`config.mk`:
```
export PLATFORM = sky130hd
export DESIGN_NAME = two_zone_people_counter_top
export DESIGN_NICKNAME = d
export VERILOG_FILES = /design/src/hdl/tzpc_pkg.sv /design/src/hdl/tzpc_ctrl.sv /design/src/hdl/tzpc_dp.sv /design/src/hdl/two_zone_people_counter_top.sv
export VERILOG_INCLUDE_DIRS = /design/src /design/src/hdl
export SDC_FILE = /design/constraint.sdc
export NUM_CORES = 1
export LEC_CHECK = 0
export BUFFER_PORTS_ARGS = -buffer_cell sky130_fd_sc_hd__buf_2
export CORE_MARGIN = 4
export CORE_UTILIZATION = 55
export CTS_CLUSTER_SIZE = 40
export DETAILED_ROUTE_END_ITERATION = 10
export PLACE_DENSITY = 0.77
export SLEW_MARGIN = 10
export SYNTH_ARGS = -nofsm -noshare
export SYNTH_HDL_FRONTEND = slang
export SYNTH_SLANG_ARGS = --single-unit
```
`constraint.sdc`:
```
create_clock -name clk -period 11.8 [get_ports clk]
set_input_delay 1.18 -clock clk [delete_from_list [all_inputs] [get_ports clk]]
set_output_delay 1.18 -clock clk [all_outputs]
set_load 0.005 [all_outputs]
```
`src/hdl/two_zone_people_counter_top_defines.svh`:
```
// assertion helpers for the two-zone people counter
`ifndef TWO_ZONE_PEOPLE_COUNTER_TOP_DEFINES_SVH
`define TWO_ZONE_PEOPLE_COUNTER_TOP_DEFINES_SVH

`ifndef SYNTHESIS
// property checked every cycle outside reset
`define TZPC_ASSERT(lbl, clk, rst_n, prop, msg) \
  lbl: assert property (@(posedge clk) disable iff (!rst_n) prop) else $error(msg);
// condition in one cycle implies a result in the next
`define TZPC_ASSERT_NEXT(lbl, clk, rst_n, ante, cons, msg) \
  lbl: assert property (@(posedge clk) disable iff (!rst_n) (ante) |=> (cons)) else $error(msg);
`else
`define TZPC_ASSERT(lbl, clk, rst_n, prop, msg)
`define TZPC_ASSERT_NEXT(lbl, clk, rst_n, ante, cons, msg)
`endif

`endif

```
`src/hdl/tzpc_pkg.sv`:
```
`timescale 1ns / 1ps
`default_nettype none

package tzpc_pkg;

  // field widths
  localparam int DIST_W  = 16;
  localparam int STAT_W  = 8;
  localparam int LIM_W   = 13;
  localparam int THR_W   = 16;
  localparam int CNT_W   = 16;
  localparam int TOT_W   = 32;
  localparam int EV_W    = 3;
  localparam int OP_W    = 2;
  localparam int CIDX_W  = 2;
  localparam int CDATA_W = 16;

  // operation codes
  localparam logic [OP_W-1:0] OP_SAMPLE      = 2'd0;
  localparam logic [OP_W-1:0] OP_CLR_PEOPLE  = 2'd1;
  localparam logic [OP_W-1:0] OP_CLR_ENTERED = 2'd2;

  // zone event codes
  localparam logic [EV_W-1:0] EV_NONE    = 3'd0;
  localparam logic [EV_W-1:0] EV_INVALID = 3'd1;
  localparam logic [EV_W-1:0] EV_FILLING = 3'd2;
  localparam logic [EV_W-1:0] EV_ENTER   = 3'd3;
  localparam logic [EV_W-1:0] EV_LEAVE   = 3'd4;

  // range status codes
  localparam logic [STAT_W-1:0] RS_VALID      = 8'd0;
  localparam logic [STAT_W-1:0] RS_SIGMA_FAIL = 8'd1;
  localparam logic [STAT_W-1:0] RS_SIGNAL_FAIL = 8'd2;
  localparam logic [STAT_W-1:0] RS_OUT_BOUNDS = 8'd4;
  localparam logic [STAT_W-1:0] RS_HW_FAIL    = 8'd5;
  localparam logic [STAT_W-1:0] RS_WRAP_CHECK = 8'd7;
  localparam logic [STAT_W-1:0] RS_PROC_FAIL  = 8'd8;
  localparam logic [STAT_W-1:0] RS_ROI_ERROR  = 8'd13;
  localparam logic [STAT_W-1:0] RS_ROI_FAIL   = 8'd14;

  // occupancy patterns, bit 0 front zone, bit 1 back zone
  localparam logic [1:0] PAT_FRONT = 2'd1;
  localparam logic [1:0] PAT_BACK  = 2'd2;
  localparam logic [1:0] PAT_BOTH  = 2'd3;

  // configuration register indexes
  localparam logic [CIDX_W-1:0] CFG_NEAR = 2'd0;
  localparam logic [CIDX_W-1:0] CFG_FAR  = 2'd1;
  localparam logic [CIDX_W-1:0] CFG_THR  = 2'd2;

  // configuration reset values
  localparam logic [LIM_W-1:0] NEAR_RST = 13'd0;
  localparam logic [LIM_W-1:0] FAR_RST  = 13'd4000;
  localparam logic [THR_W-1:0] THR_RST  = 16'd1600;

  // controller to datapath
  typedef struct packed {
    logic load;
    logic write;
    logic scan;
    logic track;
    logic finish;
  } tzpc_cmd_t;

  // datapath to controller
  typedef struct packed {
    logic in_is_sample;
    logic scan_last;
    logic out_free;
  } tzpc_sts_t;

endpackage

`default_nettype wire

```
`src/hdl/tzpc_ctrl.sv`:
```
`timescale 1ns / 1ps
`default_nettype none
`include "two_zone_people_counter_top_defines.svh"

module tzpc_ctrl (
  input  wire logic              clk,
  input  wire logic              rst_n,
  input  wire logic              in_valid,
  output logic                   in_stall,
  input  tzpc_pkg::tzpc_sts_t    sts,
  output tzpc_pkg::tzpc_cmd_t    cmd
);

  typedef enum logic [5:0] {
    S_IDLE  = 6'b000001,
    S_WRITE = 6'b000010,
    S_SCAN  = 6'b000100,
    S_DRAIN = 6'b001000,
    S_TRACK = 6'b010000,
    S_FIN   = 6'b100000
  } state_t;

  state_t state_r, state_nxt;
  logic   accept;

  assign in_stall = (state_r != S_IDLE);
  assign accept   = in_valid && (state_r == S_IDLE);

  // next state and commands
  always_comb begin
    state_nxt  = state_r;
    cmd        = '0;
    cmd.load   = accept;
    unique case (state_r)
      S_IDLE: begin
        if (accept) begin
          state_nxt = sts.in_is_sample ? S_WRITE : S_FIN;
        end
      end
      S_WRITE: begin
        cmd.write = 1'b1;
        state_nxt = S_SCAN;
      end
      S_SCAN: begin
        cmd.scan = 1'b1;
        if (sts.scan_last) begin
          state_nxt = S_DRAIN;
        end
      end
      S_DRAIN: begin
        state_nxt = S_TRACK;
      end
      S_TRACK: begin
        cmd.track = 1'b1;
        state_nxt = S_FIN;
      end
      S_FIN: begin
        if (sts.out_free) begin
          cmd.finish = 1'b1;
          state_nxt  = S_IDLE;
        end
      end
      default: begin
        state_nxt = S_IDLE;
      end
    endcase
  end

  // state register
  always_ff @(posedge clk) begin
    if (!rst_n) begin
      state_r <= S_IDLE;
    end else begin
      state_r <= state_nxt;
    end
  end

  `TZPC_ASSERT_NEXT(a_sample_to_write, clk, rst_n, accept && sts.in_is_sample, state_r == S_WRITE, "sample did not start window write")
  `TZPC_ASSERT_NEXT(a_clear_to_fin, clk, rst_n, accept && !sts.in_is_sample, state_r == S_FIN, "clear did not go to finish")
  `TZPC_ASSERT_NEXT(a_drain_to_track, clk, rst_n, state_r == S_DRAIN, state_r == S_TRACK, "drain not followed by tracking")
  `TZPC_ASSERT(a_fin_waits, clk, rst_n, (state_r == S_FIN && !sts.out_free) |=> state_r == S_FIN, "finish left while output busy")

endmodule

`default_nettype wire

```
`src/hdl/tzpc_dp.sv`:
```
`timescale 1ns / 1ps
`default_nettype none
`include "two_zone_people_counter_top_defines.svh"

module tzpc_dp #(
  parameter int WINDOW_DEPTH = 10
) (
  input  wire logic                              clk,
  input  wire logic                              rst_n,
  input  wire logic [tzpc_pkg::OP_W-1:0]         in_operation,
  input  wire logic [tzpc_pkg::DIST_W-1:0]       in_distance,
  input  wire logic [tzpc_pkg::STAT_W-1:0]       in_range_status,
  input  wire logic                              cfg_we,
  input  wire logic [tzpc_pkg::CIDX_W-1:0]       cfg_index,
  input  wire logic [tzpc_pkg::CDATA_W-1:0]      cfg_data,
  input  tzpc_pkg::tzpc_cmd_t                    cmd,
  output tzpc_pkg::tzpc_sts_t                    sts,
  output logic                                   out_valid,
  input  wire logic                              out_stall,
  output logic [tzpc_pkg::CNT_W-1:0]             out_head_count,
  output logic [tzpc_pkg::TOT_W-1:0]             out_entered_total,
  output logic [tzpc_pkg::EV_W-1:0]              out_path_event,
  output logic                                   out_zone_occupied,
  output logic [tzpc_pkg::DIST_W-1:0]            out_corrected_distance,
  output logic                                   out_next_zone,
  output logic                                   out_roi_error
);

  localparam int SW = (WINDOW_DEPTH > 1) ? $clog2(WINDOW_DEPTH) : 1;
  localparam int CW = $clog2(WINDOW_DEPTH + 1);
  localparam int AW = (WINDOW_DEPTH > 1) ? $clog2(2 * WINDOW_DEPTH) : 1;
  localparam int MD = 2 * WINDOW_DEPTH;

  // latched input beat
  logic [tzpc_pkg::OP_W-1:0]   op_r;
  logic [tzpc_pkg::DIST_W-1:0] dist_r;
  logic [tzpc_pkg::STAT_W-1:0] stat_r;

  // configuration
  logic [tzpc_pkg::LIM_W-1:0] near_r;
  logic [tzpc_pkg::LIM_W-1:0] far_r;
  logic [tzpc_pkg::THR_W-1:0] thr_r;

  // window memory and scan
  logic [tzpc_pkg::DIST_W-1:0] mem [MD];
  logic [tzpc_pkg::DIST_W-1:0] rdata_r;
  logic                        rd_vld_r;
  logic                        rd_first_r;
  logic [SW-1:0]               rd_cnt_r;
  logic [tzpc_pkg::DIST_W-1:0] min_r;
  logic [AW-1:0]               base;
  logic [AW-1:0]               waddr;
  logic [AW-1:0]               raddr;

  // per-zone window control
  logic [SW-1:0] ws_r   [2];
  logic [CW-1:0] fill_r [2];
  logic [SW-1:0] ws_cur;
  logic [CW-1:0] fill_cur;

  // sample results
  logic [tzpc_pkg::DIST_W-1:0] cd_nxt, cd_r;
  logic                        roi_nxt, roi_r;
  logic                        occ_nxt, occ_r;
  logic [tzpc_pkg::EV_W-1:0]   ev_nxt, ev_r;

  // path tracking state
  logic       zone_r;
  logic       left_r, right_r;
  logic [2:0] pf_r;
  logic [1:0] pst_r [4];
  logic       cur_busy, changed, new_left, new_right, judged;
  logic [1:0] pat;
  logic [2:0] pf_inc;
  logic [2:0] pf_idx;

  // counters
  logic [tzpc_pkg::CNT_W-1:0] inside_r;
  logic [tzpc_pkg::TOT_W-1:0] entered_r;
  logic                       out_valid_r;

  assign ws_cur   = ws_r[zone_r];
  assign fill_cur = fill_r[zone_r];
  assign base     = zone_r ? AW'(WINDOW_DEPTH) : '0;
  assign waddr    = base + AW'(ws_cur);
  assign raddr    = base + AW'(rd_cnt_r);

  assign sts.in_is_sample = (in_operation == tzpc_pkg::OP_SAMPLE);
  assign sts.scan_last    = (rd_cnt_r == SW'(fill_cur - CW'(1)));
  assign sts.out_free     = !out_valid_r || !out_stall;

  // input latch
  always_ff @(posedge clk) begin
    if (cmd.load) begin
      op_r   <= in_operation;
      dist_r <= in_distance;
      stat_r <= in_range_status;
    end
  end

  // configuration registers
  always_ff @(posedge clk) begin
    if (!rst_n) begin
      near_r <= tzpc_pkg::NEAR_RST;
      far_r  <= tzpc_pkg::FAR_RST;
      thr_r  <= tzpc_pkg::THR_RST;
    end else if (cfg_we) begin
      if (cfg_index == tzpc_pkg::CFG_NEAR) begin
        near_r <= cfg_data[tzpc_pkg::LIM_W-1:0];
      end
      if (cfg_index == tzpc_pkg::CFG_FAR) begin
        far_r <= cfg_data[tzpc_pkg::LIM_W-1:0];
      end
      if (cfg_index == tzpc_pkg::CFG_THR) begin
        thr_r <= cfg_data;
      end
    end
  end

  // range status correction
  always_comb begin
    cd_nxt  = dist_r;
    roi_nxt = 1'b0;
    unique case (stat_r)
      tzpc_pkg::RS_VALID, tzpc_pkg::RS_OUT_BOUNDS, tzpc_pkg::RS_WRAP_CHECK: begin
        if (dist_r <= {3'b000, near_r}) begin
          cd_nxt = {2'b00, {1'b0, near_r} + {1'b0, far_r}};
        end
      end
      tzpc_pkg::RS_SIGMA_FAIL, tzpc_pkg::RS_SIGNAL_FAIL, tzpc_pkg::RS_HW_FAIL,
      tzpc_pkg::RS_PROC_FAIL, tzpc_pkg::RS_ROI_FAIL: begin
        cd_nxt = {3'b000, far_r};
      end
      tzpc_pkg::RS_ROI_ERROR: begin
        roi_nxt = 1'b1;
      end
      default: begin
        cd_nxt = dist_r;
      end
    endcase
  end

  // window memory, one write and one registered read port
  always_ff @(posedge clk) begin
    if (cmd.write) begin
      mem[waddr] <= cd_nxt;
    end
    rdata_r <= mem[raddr];
  end

  // scan pipeline and running minimum
  always_ff @(posedge clk) begin
    if (!rst_n) begin
      rd_vld_r   <= 1'b0;
      rd_first_r <= 1'b0;
      rd_cnt_r   <= '0;
    end else begin
      rd_vld_r   <= cmd.scan;
      rd_first_r <= (rd_cnt_r == '0);
      if (cmd.write) begin
        rd_cnt_r <= '0;
      end else if (cmd.scan) begin
        rd_cnt_r <= rd_cnt_r + SW'(1);
      end
    end
  end

  always_ff @(posedge clk) begin
    if (rd_vld_r && (rd_first_r || (rdata_r < min_r))) begin
      min_r <= rdata_r;
    end
  end

  // corrected sample kept for the result
  always_ff @(posedge clk) begin
    if (cmd.write) begin
      cd_r  <= cd_nxt;
      roi_r <= roi_nxt;
    end
  end

  // occupancy and path judgment
  always_comb begin
    occ_nxt   = (min_r < thr_r);
    cur_busy  = zone_r ? right_r : left_r;
    changed   = (occ_nxt != cur_busy);
    new_left  = zone_r ? left_r : occ_nxt;
    new_right = zone_r ? occ_nxt : right_r;
    pat       = {new_right, new_left};
    pf_inc    = (pf_r < 3'd4) ? pf_r + 3'd1 : pf_r;
    pf_idx    = pf_inc - 3'd1;
    ev_nxt    = tzpc_pkg::EV_NONE;
    if (changed) begin
      if (!new_left && !new_right) begin
        if (pf_inc == 3'd4) begin
          priority if (pst_r[1] == tzpc_pkg::PAT_FRONT && pst_r[2] == tzpc_pkg::PAT_BOTH &&
                       pst_r[3] == tzpc_pkg::PAT_BACK) begin
            ev_nxt = tzpc_pkg::EV_ENTER;
          end else if (pst_r[1] == tzpc_pkg::PAT_BACK && pst_r[2] == tzpc_pkg::PAT_BOTH &&
                       pst_r[3] == tzpc_pkg::PAT_FRONT) begin
            ev_nxt = tzpc_pkg::EV_LEAVE;
          end else begin
            ev_nxt = tzpc_pkg::EV_INVALID;
          end
        end
      end else begin
        ev_nxt = tzpc_pkg::EV_FILLING;
      end
    end
    judged = (ev_nxt == tzpc_pkg::EV_ENTER) || (ev_nxt == tzpc_pkg::EV_LEAVE) ||
             (ev_nxt == tzpc_pkg::EV_INVALID);
  end

  // window pointers, zone and path state
  always_ff @(posedge clk) begin
    if (!rst_n) begin
      ws_r[0]   <= '0;
      ws_r[1]   <= '0;
      fill_r[0] <= '0;
      fill_r[1] <= '0;
      zone_r    <= 1'b0;
      left_r    <= 1'b0;
      right_r   <= 1'b0;
      pf_r      <= '0;
      pst_r[0]  <= '0;
      pst_r[1]  <= '0;
      pst_r[2]  <= '0;
      pst_r[3]  <= '0;
    end else if (cmd.write) begin
      ws_r[zone_r] <= (ws_cur == SW'(WINDOW_DEPTH - 1)) ? '0 : ws_cur + SW'(1);
      if (fill_cur != CW'(WINDOW_DEPTH)) begin
        fill_r[zone_r] <= fill_cur + CW'(1);
      end
    end else if (cmd.track) begin
      zone_r <= ~zone_r;
      if (changed) begin
        left_r  <= new_left;
        right_r <= new_right;
        if (!new_left && !new_right) begin
          pf_r <= 3'd1;
        end else begin
          pst_r[pf_idx[1:0]] <= pat;
          pf_r               <= pf_inc;
        end
      end
      if (judged) begin
        ws_r[0]   <= '0;
        ws_r[1]   <= '0;
        fill_r[0] <= '0;
        fill_r[1] <= '0;
      end
    end
  end

  // event and occupancy of this sample
  always_ff @(posedge clk) begin
    if (cmd.track) begin
      ev_r  <= ev_nxt;
      occ_r <= occ_nxt;
    end
  end

  // people and entered counters
  always_ff @(posedge clk) begin
    if (!rst_n) begin
      inside_r  <= '0;
      entered_r <= '0;
    end else if (cmd.track) begin
      if (ev_nxt == tzpc_pkg::EV_ENTER) begin
        if (inside_r != '1) begin
          inside_r <= inside_r + 16'd1;
        end
        entered_r <= entered_r + 32'd1;
      end else if (ev_nxt == tzpc_pkg::EV_LEAVE) begin
        if (inside_r != '0) begin
          inside_r <= inside_r - 16'd1;
        end
      end
    end else if (cmd.finish) begin
      if (op_r == tzpc_pkg::OP_CLR_PEOPLE) begin
        inside_r <= '0;
      end
      if (op_r == tzpc_pkg::OP_CLR_ENTERED) begin
        entered_r <= '0;
      end
    end
  end

  // output register
  always_ff @(posedge clk) begin
    if (!rst_n) begin
      out_valid_r <= 1'b0;
    end else if (cmd.finish) begin
      out_valid_r <= 1'b1;
    end else if (!out_stall) begin
      out_valid_r <= 1'b0;
    end
  end

  always_ff @(posedge clk) begin
    if (cmd.finish) begin
      out_head_count    <= (op_r == tzpc_pkg::OP_CLR_PEOPLE) ? '0 : inside_r;
      out_entered_total <= (op_r == tzpc_pkg::OP_CLR_ENTERED) ? '0 : entered_r;
      out_next_zone     <= zone_r;
      if (op_r == tzpc_pkg::OP_SAMPLE) begin
        out_path_event         <= ev_r;
        out_zone_occupied      <= occ_r;
        out_corrected_distance <= cd_r;
        out_roi_error          <= roi_r;
      end else begin
        out_path_event         <= tzpc_pkg::EV_NONE;
        out_zone_occupied      <= 1'b0;
        out_corrected_distance <= '0;
        out_roi_error          <= 1'b0;
      end
    end
  end

  assign out_valid = out_valid_r;

  `TZPC_ASSERT(a_fill_bound, clk, rst_n,
    fill_r[0] <= CW'(WINDOW_DEPTH) && fill_r[1] <= CW'(WINDOW_DEPTH), "window fill above depth")
  `TZPC_ASSERT(a_scan_in_fill, clk, rst_n,
    cmd.scan |-> CW'(rd_cnt_r) < fill_cur, "scan beyond written slots")
  `TZPC_ASSERT_NEXT(a_judged_clears, clk, rst_n, cmd.track && judged,
    fill_r[0] == '0 && fill_r[1] == '0, "judged path left window filled")
  `TZPC_ASSERT_NEXT(a_entered_step, clk, rst_n, cmd.track && ev_nxt != tzpc_pkg::EV_ENTER,
    entered_r == $past(entered_r), "entered total moved without enter")

endmodule

`default_nettype wire

```
`src/hdl/two_zone_people_counter_top.sv`:
```
// Two-zone people counter.
// Input channel (in_valid / in_stall) carries one beat per ranging result or
// command: in_operation selects a new sample, a people count clear or an
// entered total clear; a sample belongs to the zone given by the previous
// beat's out_next_zone, starting with the front zone after reset.
// Output channel (out_valid / out_stall) returns exactly one beat per input
// beat, in order. The config port (cfg_we, cfg_index, cfg_data) writes
// near_limit, far_limit and presence_threshold; the user must do so only
// while the block is idle, as the block itself does not enforce it.
// A sample with window fill n (1..WINDOW_DEPTH) scans n slots through
// the single read port of the window memory; the next beat is taken only
// after its result has been loaded into the output register. Clear commands
// skip the window and go straight to the result.
// Reset (synchronous, rst_n low) clears counts, path tracking and window
// pointers and loads the config defaults; window contents are not cleared.
// A stalled result is held in the output register; the block still accepts
// and processes the next beat and waits only to hand over its result.
`timescale 1ns / 1ps
`default_nettype none

module two_zone_people_counter_top #(
  parameter int WINDOW_DEPTH = 10
) (
  input  wire logic                          clk,
  input  wire logic                          rst_n,
  input  wire logic                          in_valid,
  output logic                               in_stall,
  input  wire logic [tzpc_pkg::OP_W-1:0]     in_operation,
  input  wire logic [tzpc_pkg::DIST_W-1:0]   in_distance,
  input  wire logic [tzpc_pkg::STAT_W-1:0]   in_range_status,
  input  wire logic                          cfg_we,
  input  wire logic [tzpc_pkg::CIDX_W-1:0]   cfg_index,
  input  wire logic [tzpc_pkg::CDATA_W-1:0]  cfg_data,
  output logic                               out_valid,
  input  wire logic                          out_stall,
  output logic [tzpc_pkg::CNT_W-1:0]         out_head_count,
  output logic [tzpc_pkg::TOT_W-1:0]         out_entered_total,
  output logic [tzpc_pkg::EV_W-1:0]          out_path_event,
  output logic                               out_zone_occupied,
  output logic [tzpc_pkg::DIST_W-1:0]        out_corrected_distance,
  output logic                               out_next_zone,
  output logic                               out_roi_error
);

  tzpc_pkg::tzpc_cmd_t cmd;
  tzpc_pkg::tzpc_sts_t sts;

  // sequencer
  tzpc_ctrl u_ctrl (
    .clk      (clk),
    .rst_n    (rst_n),
    .in_valid (in_valid),
    .in_stall (in_stall),
    .sts      (sts),
    .cmd      (cmd)
  );

  // window, tracking and counters
  tzpc_dp #(
    .WINDOW_DEPTH (WINDOW_DEPTH)
  ) u_dp (
    .clk                    (clk),
    .rst_n                  (rst_n),
    .in_operation           (in_operation),
    .in_distance            (in_distance),
    .in_range_status        (in_range_status),
    .cfg_we                 (cfg_we),
    .cfg_index              (cfg_index),
    .cfg_data               (cfg_data),
    .cmd                    (cmd),
    .sts                    (sts),
    .out_valid              (out_valid),
    .out_stall              (out_stall),
    .out_head_count         (out_head_count),
    .out_entered_total      (out_entered_total),
    .out_path_event         (out_path_event),
    .out_zone_occupied      (out_zone_occupied),
    .out_corrected_distance (out_corrected_distance),
    .out_next_zone          (out_next_zone),
    .out_roi_error          (out_roi_error)
  );

endmodule

`default_nettype wire

```
# Word level (Yosys, flattened, before mapping)
# Memory sizes are Yosys's and may differ from the RTL's. A register that Yosys moved wholly into a read port is not among the register bits.
# Cells that the tools add are included.
# totals
regBits	242
latchBits	0
ramBits	344
romBits	0
in_bits	49
out_inout_bits	72
word_cells	208
n_memories	4
# memory_table
memory	depth	width	read_ports	rd_ports_with_merged_regs	wr	line_no	text
u_dp.mem	20	16	1	1	1	tzpc_dp.sv:45	logic [tzpc_pkg::DIST_W-1:0] mem [MD];
u_dp.fill_r	2	4	1	1	2	tzpc_dp.sv:57	logic [CW-1:0] fill_r [2];
u_dp.pst_r	4	2	3	0	4	tzpc_dp.sv:71	logic [1:0] pst_r [4];
u_dp.ws_r	2	4	1	1	2	tzpc_dp.sv:56	logic [SW-1:0] ws_r [2];
# op_classes
n_addsub	12
n_mul	0
div	0
order_cmp	4
eq_ne	41
shifts	0
n_mux	75
bitwise_logic	7
n_reduce_logical	36
# ops
op	count
two-way mux 16 bit	8
two-way mux 32 bit	4
two-way mux 1 bit	40
case mux 6 bit (6 select lines)	1
adder 32 x 1 -> 32 bit (second input constant)	1
< comparator 16 bit	2
two-way mux 4 bit	8
case mux 16 bit (2 select lines)	1
== test 8 x 3 -> 1 bit (second input constant)	3
== test 8 x 4 -> 1 bit (second input constant)	3
two-way mux 6 bit	4
two-way mux 3 bit	7
adder 16 x 1 -> 16 bit (second input constant)	1
<= comparator 16 x 13 -> 1 bit	1
!= test 16 bit (second input constant)	1
nonzero test 16 bit	1
subtractor 16 x 1 -> 16 bit (second input constant)	1
adder 13 x 13 -> 14 bit	1
adder 4 x 1 -> 4 bit (second input constant)	3
adder 5 x 4 -> 5 bit	2
== test 2 bit (second input constant)	5
AND reduction 2 bit	5
== test 2 x 1 -> 1 bit (second input constant)	4
== test 8 x 1 -> 1 bit (second input constant)	1
39 further kinds	67

# Longest topological paths before layout
# An unclocked memory read counts as a cell.
# logic_depth
word_depth	19
mapped_depth	16
ltp_nobuf	15

# Modules after synthesis
# Synthesis repeated with hierarchy kept, for this count alone.
# unflattened
cells_unflattened	1781
area_unflattened_um2	25828.5
# by_module_without_submodules
module	instances	cells_per_inst	area_each_um2	seq_area_each_um2
tzpc_dp	1	1745	25494.5	16666.0
tzpc_ctrl	1	36	334.1	120.1

# Worst setup path before layout
# No wires, ideal clock.
# synth_timing
kind	in2reg
startpoint	input out_stall
endpoint	register u_dp.entered_r[24] (netlist bit)
setup_time_ns	0.070
arrival_ns	4.062
required_time_ns	11.730
slack_ns	7.668
cell_stages	4
n_path_buf	0
cell_sequence	a21oi_2 > a41oi_2 > or4_1 > a21oi_1
# synth_between
elab_chain_len	6
# synth_lines
element	line_no	text
start: declaration	two_zone_people_counter_top.sv:35	input wire logic out_stall,
logical NOT 1 bit	tzpc_dp.sv:90	assign sts.out_free = !out_valid_r || !out_stall;
logical OR 1 bit	tzpc_dp.sv:90	
two-way mux 1 bit	tzpc_ctrl.sv:58	if (sts.out_free) begin
two-way mux 1 bit	tzpc_ctrl.sv:34	unique case (state_r)
nonzero test 2 bit (no line)	--	
AND reduction 2 bit (no line)	--	
end signal: assignment	tzpc_dp.sv:273	entered_r <= entered_r + 32'd1;
end: declaration	tzpc_dp.sv:79	logic [tzpc_pkg::TOT_W-1:0] entered_r;
# No other way between the ends.
# A chain may end at the register's enable or synchronous reset.

# Worst setup path in the final report
# layout_timing
startpoint	register u_dp.min_r[10] (netlist bit)
endpoint	register u_dp.inside_r[15] (netlist bit)
# layout_between
elab_chain_len	9
elab_cells_between_ends	17
cone_classes	order compare: 1; eq/ne: 6; mux: 6; reduce/logical: 4
# layout_lines
element	line_no	text
start: declaration	tzpc_dp.sv:50	logic [tzpc_pkg::DIST_W-1:0] min_r;
start signal: assignment	tzpc_dp.sv:170	min_r <= rdata_r;
< comparator 16 bit *	tzpc_dp.sv:184	occ_nxt = (min_r < thr_r);
two-way mux 1 bit, on equally long branches	tzpc_dp.sv:187, tzpc_dp.sv:188	
logical NOT 1 bit	tzpc_dp.sv:194	if (!new_left && !new_right) begin
logical AND 1 bit	tzpc_dp.sv:194	
two-way mux 3 bit	tzpc_dp.sv:194	
two-way mux 3 bit *	tzpc_dp.sv:193	if (changed) begin
== test 3 bit or == test 3 x 2 -> 1 bit (tied branches)	tzpc_dp.sv:274, tzpc_dp.sv:269	
!= test 3 x 1 -> 1 bit (no line) (tied with other cells)	--	
AND reduction 4 bit (no line) or two-way mux 16 bit (tied branches)	--	
end signal: assignment	tzpc_dp.sv:271	inside_r <= inside_r + 16'd1;
end signal: assignment	tzpc_dp.sv:276	inside_r <= inside_r - 16'd1;
end: declaration	tzpc_dp.sv:78	logic [tzpc_pkg::CNT_W-1:0] inside_r;
# Every way passes the cells marked *; elsewhere a longest branch is shown, timed or not.

==> flow_summary.yaml <==
worst_setup_path:
  r2r-end: "u_dp.inside_r[15]"
  r2r_setup_slack_ps: 7050
  required_ps: 12320
  path_class: "flop to flop"
  cp.buffers_inverters: 0
  cpMaxStageDelayCell: "ha_1"
  cp-endpoint: "u_dp.inside_r[15]"
  worstSetupStartpointType: "flop"
  reg2reg_from: "u_dp.min_r[10]"
  critical-path-top-delay-family: "compound AO/OA/AOI/OAI gates"
  path_max_fanout: 15
  path_depth: 14
  worstRegToRegCells: 14
  crit_arrival_ps: 5270
  startpoint: "u_dp.min_r[10]"
  critPathCaptureType: "flop"
  crit_chain: "ha_1 > and4_1 > nand2_1 > o311ai_1 > o21a_2 > nand3_1 > ha_1 > a21o_1 > a211o_1 > a2111oi_2 > o21ai_1 > and4_1 > o32a_1 > o31ai_2"
  slowest_delay_ps: 610
global_route:
  overflow: 0
  grt_busiest_layer: "met2"
  met1_usage: 0.299
  grt_max_degree: 78
  globalRouteMet2Util: 0.394
  grt_pass1_vias: 15900
  grt_use_met3: 0.0332
  grt_usage: 0.229
  antenna_found_initial: 0
  grt_pass1_wl_mm: 90.5
final_layout:
  drive_above_1_share: 0.200
  area.growth.synth_to_final_pct: 12.6
  nets: 2102
  stdcell_count: 2618
sta:
  rsz0062_at_grt: "false"
  tightest_slew_ps: 1240
  hold_viol_final: 0
  relSlewSlack: 0.168
  min_period_over_period: 0.402
  fmax_mhz: 211
  setup_viol: 0
  finClkSkew_ps: 22.6
  setup_tns_ps: 0
  setup_slack_ps: 7050
  fin_crit_ps: 4750
  drv_slew: 0
logic_synthesis:
  netlist_instances: 1825
  synth_commonest_cells: "edfxtp_1, nand2_1, dfxtp_1"
  synth_fp_nets: 1960
  syn_area_per_cell_um2: 14.2
  syn_area_um2: 26000
  synth.area.top_cells: "edfxtp_1, dfxtp_1, mux4_2"
  seq_area_frac_synth: 0.646
  synthFlopType: "edfxtp_1"
  synthMostInstantiatedCell: "edfxtp_1"
  synth-edff-count: 475
  synth.distinct_cells: 83
  yosysTopAreaCellShare: 0.549
  ys_ff_latch: 601
  synth_top_area_cell: "edfxtp_1"
  yosysWarnings: 0
  async_flop_share: 0
floorplan:
  dieArea_um2: 50800
  start_util: 0.557
  ios: 121
  die_w_um: 225
  die_h_um: 225
  coreArea_um2: 46700
  num_rows: 79
power:
  p_int_mw: 3.52
  pwr-share-seq: 0.531
  total_power_mw: 4.48
  p_comb_frac: 0.053
  power_density_nw_per_um2: 153
  total_leakage_power_nw: 10.2
  switchingPower_uw: 960
  peakVddDrop_mv: 0.102
  p_clk_frac: 0.417
  swShare: 0.215
route:
  drt_iter0_drc: 1631
  drc_errors: 0
  wl_per_cell_um: 22.4
  ant_nets: 0
  firstDrtPassIters: 6
  drt-vias-per-instance: 6.12
  drt-total-wl_mm: 58.6
  via_count: 16000
clock_network:
  cts_inserted_buffers: 57
  h-tree-depth: 2
  cts_tree: "done"
  cts_setup_buffers: 0
  holdBufCountCts: 0
  path_clk_slew_ps: 70
  cts_resized: 0
  cts.path.max_buffers: 3
  cts_root_buf: "clkbuf_16"
  cts_sinks: 601
  clock_latency_ps: 620
place:
  dp_hpwl_mm: 37.1
  dp_slack_ps: 7070
  port_buffers: 120
  placed_cells: 2515
  place.gp.congestion: 0.887
outcome:
  outcome: "finished, final reports clean"
min_path:
  holdPathStages: 0
  hold_path_class: "flop to flop"
run:
  drv_cap: 0
-- layer usage --
metal  wire length, um  vias up
met4              2280        0
met2             29500      661
met5                 0        -
met3              3930      150
met1             23000     7979
li1                  -     7221
-- power by group through the flow --
| stage | Combinational (mW) | Sequential, mW | Clock [mW] |
|---|---|---|---|
| after global placement | 0.225 | 2.42 | 0 |
| after global routing | 0.259 | 2.38 | 1.98 |
| after detailed placement | 0.234 | 2.42 | 0 |
| after CTS | 0.236 | 2.37 | 1.90 |
| final | 0.236 | 2.37 | 1.87 |
| after floorplan | 0.134 | 2.42 | 0 |
-- metrics by stage --
| stage | cell area [um2] | hold slack [ps] | util |
|---|---|---|---|
| 3_3_place_gp | 27400 | 427 | 0.587 |
| 5_1_grt | 29300 | 473 | 0.628 |
| 4_1_cts | 29300 | 452 | 0.628 |
| 2_1_floorplan | 26000 | 400 | - |
| 6_report | 29300 | 456 | 0.628 |
| 3_5_place_dp | 27400 | 437 | 0.587 |
-- layout by cell type (no fill, tap or decap), types with 10 or more instances in the layout --
| cell type | Yosys | routed |
|---|---|---|
| dfxtp_1 | 126 | 125 |
| clkbuf_1 | 49 | 14 |
| inv_1 | 85 | 85 |
| buf_2 | 22 | 120 |
| o21a_1 | 20 | 20 |
| a22oi_1 | 10 | 10 |
| xnor2_1 | 21 | 21 |
| mux2i_1 | 13 | 13 |
| a311oi_1 | 12 | 12 |
| and2_1 | 83 | 83 |
| ha_1 | 84 | 83 |
| a21o_1 | 17 | 17 |
| nor3_1 | 18 | 18 |
| and3_1 | 15 | 15 |
| nor2_1 | 98 | 93 |
| nor4_1 | 11 | 11 |
| o21ai_0 | 52 | 52 |
| buf_4 | 2 | 41 |
| clkbuf_16 | 0 | 60 |
| nand2_1 | 147 | 147 |
| nand3b_1 | 10 | 10 |
| nand4_1 | 17 | 17 |
| a21oi_1 | 95 | 95 |
| mux4_2 | 97 | 97 |
| mux2_2 | 18 | 18 |
| xor2_1 | 20 | 19 |
| a31oi_1 | 15 | 14 |
| o221ai_1 | 13 | 12 |
| edfxtp_1 | 475 | 475 |
| and4_1 | 12 | 12 |
| nand3_1 | 38 | 38 |
-- cell type report --
class,count,area [um2]
diodes,1,2.50
clock buffers,79,1620
clock inverters,23,277
fillers,3300,17400
inverters,88,330
multi-input cells,1058,8600
flip-flops and latches,601,16800
well taps,607,759
repair buffers,161,908
-- sequential cells by signal (all words and copies together), names as in the netlist, 13 cells and up, named ones only --
| register | cells |
|---|---|
| u_dp.out_corrected_distance | 16 |
| u_dp.far_r | 13 |
| u_dp.min_r | 16 |
| u_dp.inside_r | 16 |
| u_dp.dist_r | 16 |
| u_dp.entered_r | 32 |
| u_dp.out_head_count | 16 |
| u_dp.thr_r | 16 |
| u_dp.out_entered_total | 32 |
| u_dp.near_r | 13 |
| u_dp.mem | 320 |
| u_dp.rdata_r | 16 |
| u_dp.cd_r | 16 |
-- cell families (layout without fill, tap and decap cells) --
group / Yosys count / count (layout) / share of synthesized area
AO/OA/AOI/OAI: 289 / 289 / 0.0725
buffers and inverters: 166 / 351 / 0.0259
adder cells (fa/ha/maj): 86 / 86 / 0.0420
multiplexers: 128 / 128 / 0.0968
XOR/XNOR: 41 / 41 / 0.0138
other: 0 / 1 / 0
flip-flops: 601 / 601 / 0.646
AND/OR/NAND/NOR: 514 / 514 / 0.103
-- worst min-delay path by stage --
| stage | from | to |
|---|---|---|
| finish | u_dp.rdata_r[15] | u_dp.min_r[15] |
| CTS | u_dp.rdata_r[13] | u_dp.min_r[13] |
| floorplan | u_dp.rdata_r[0] | u_dp.min_r[0] |
| detailed placement | u_dp.rdata_r[7] | u_dp.min_r[7] |
| global route | u_dp.rdata_r[14] | u_dp.min_r[14] |
| global placement | u_dp.rdata_r[15] | u_dp.min_r[15] |
Note: power is estimated with default switching activity, not from simulation.
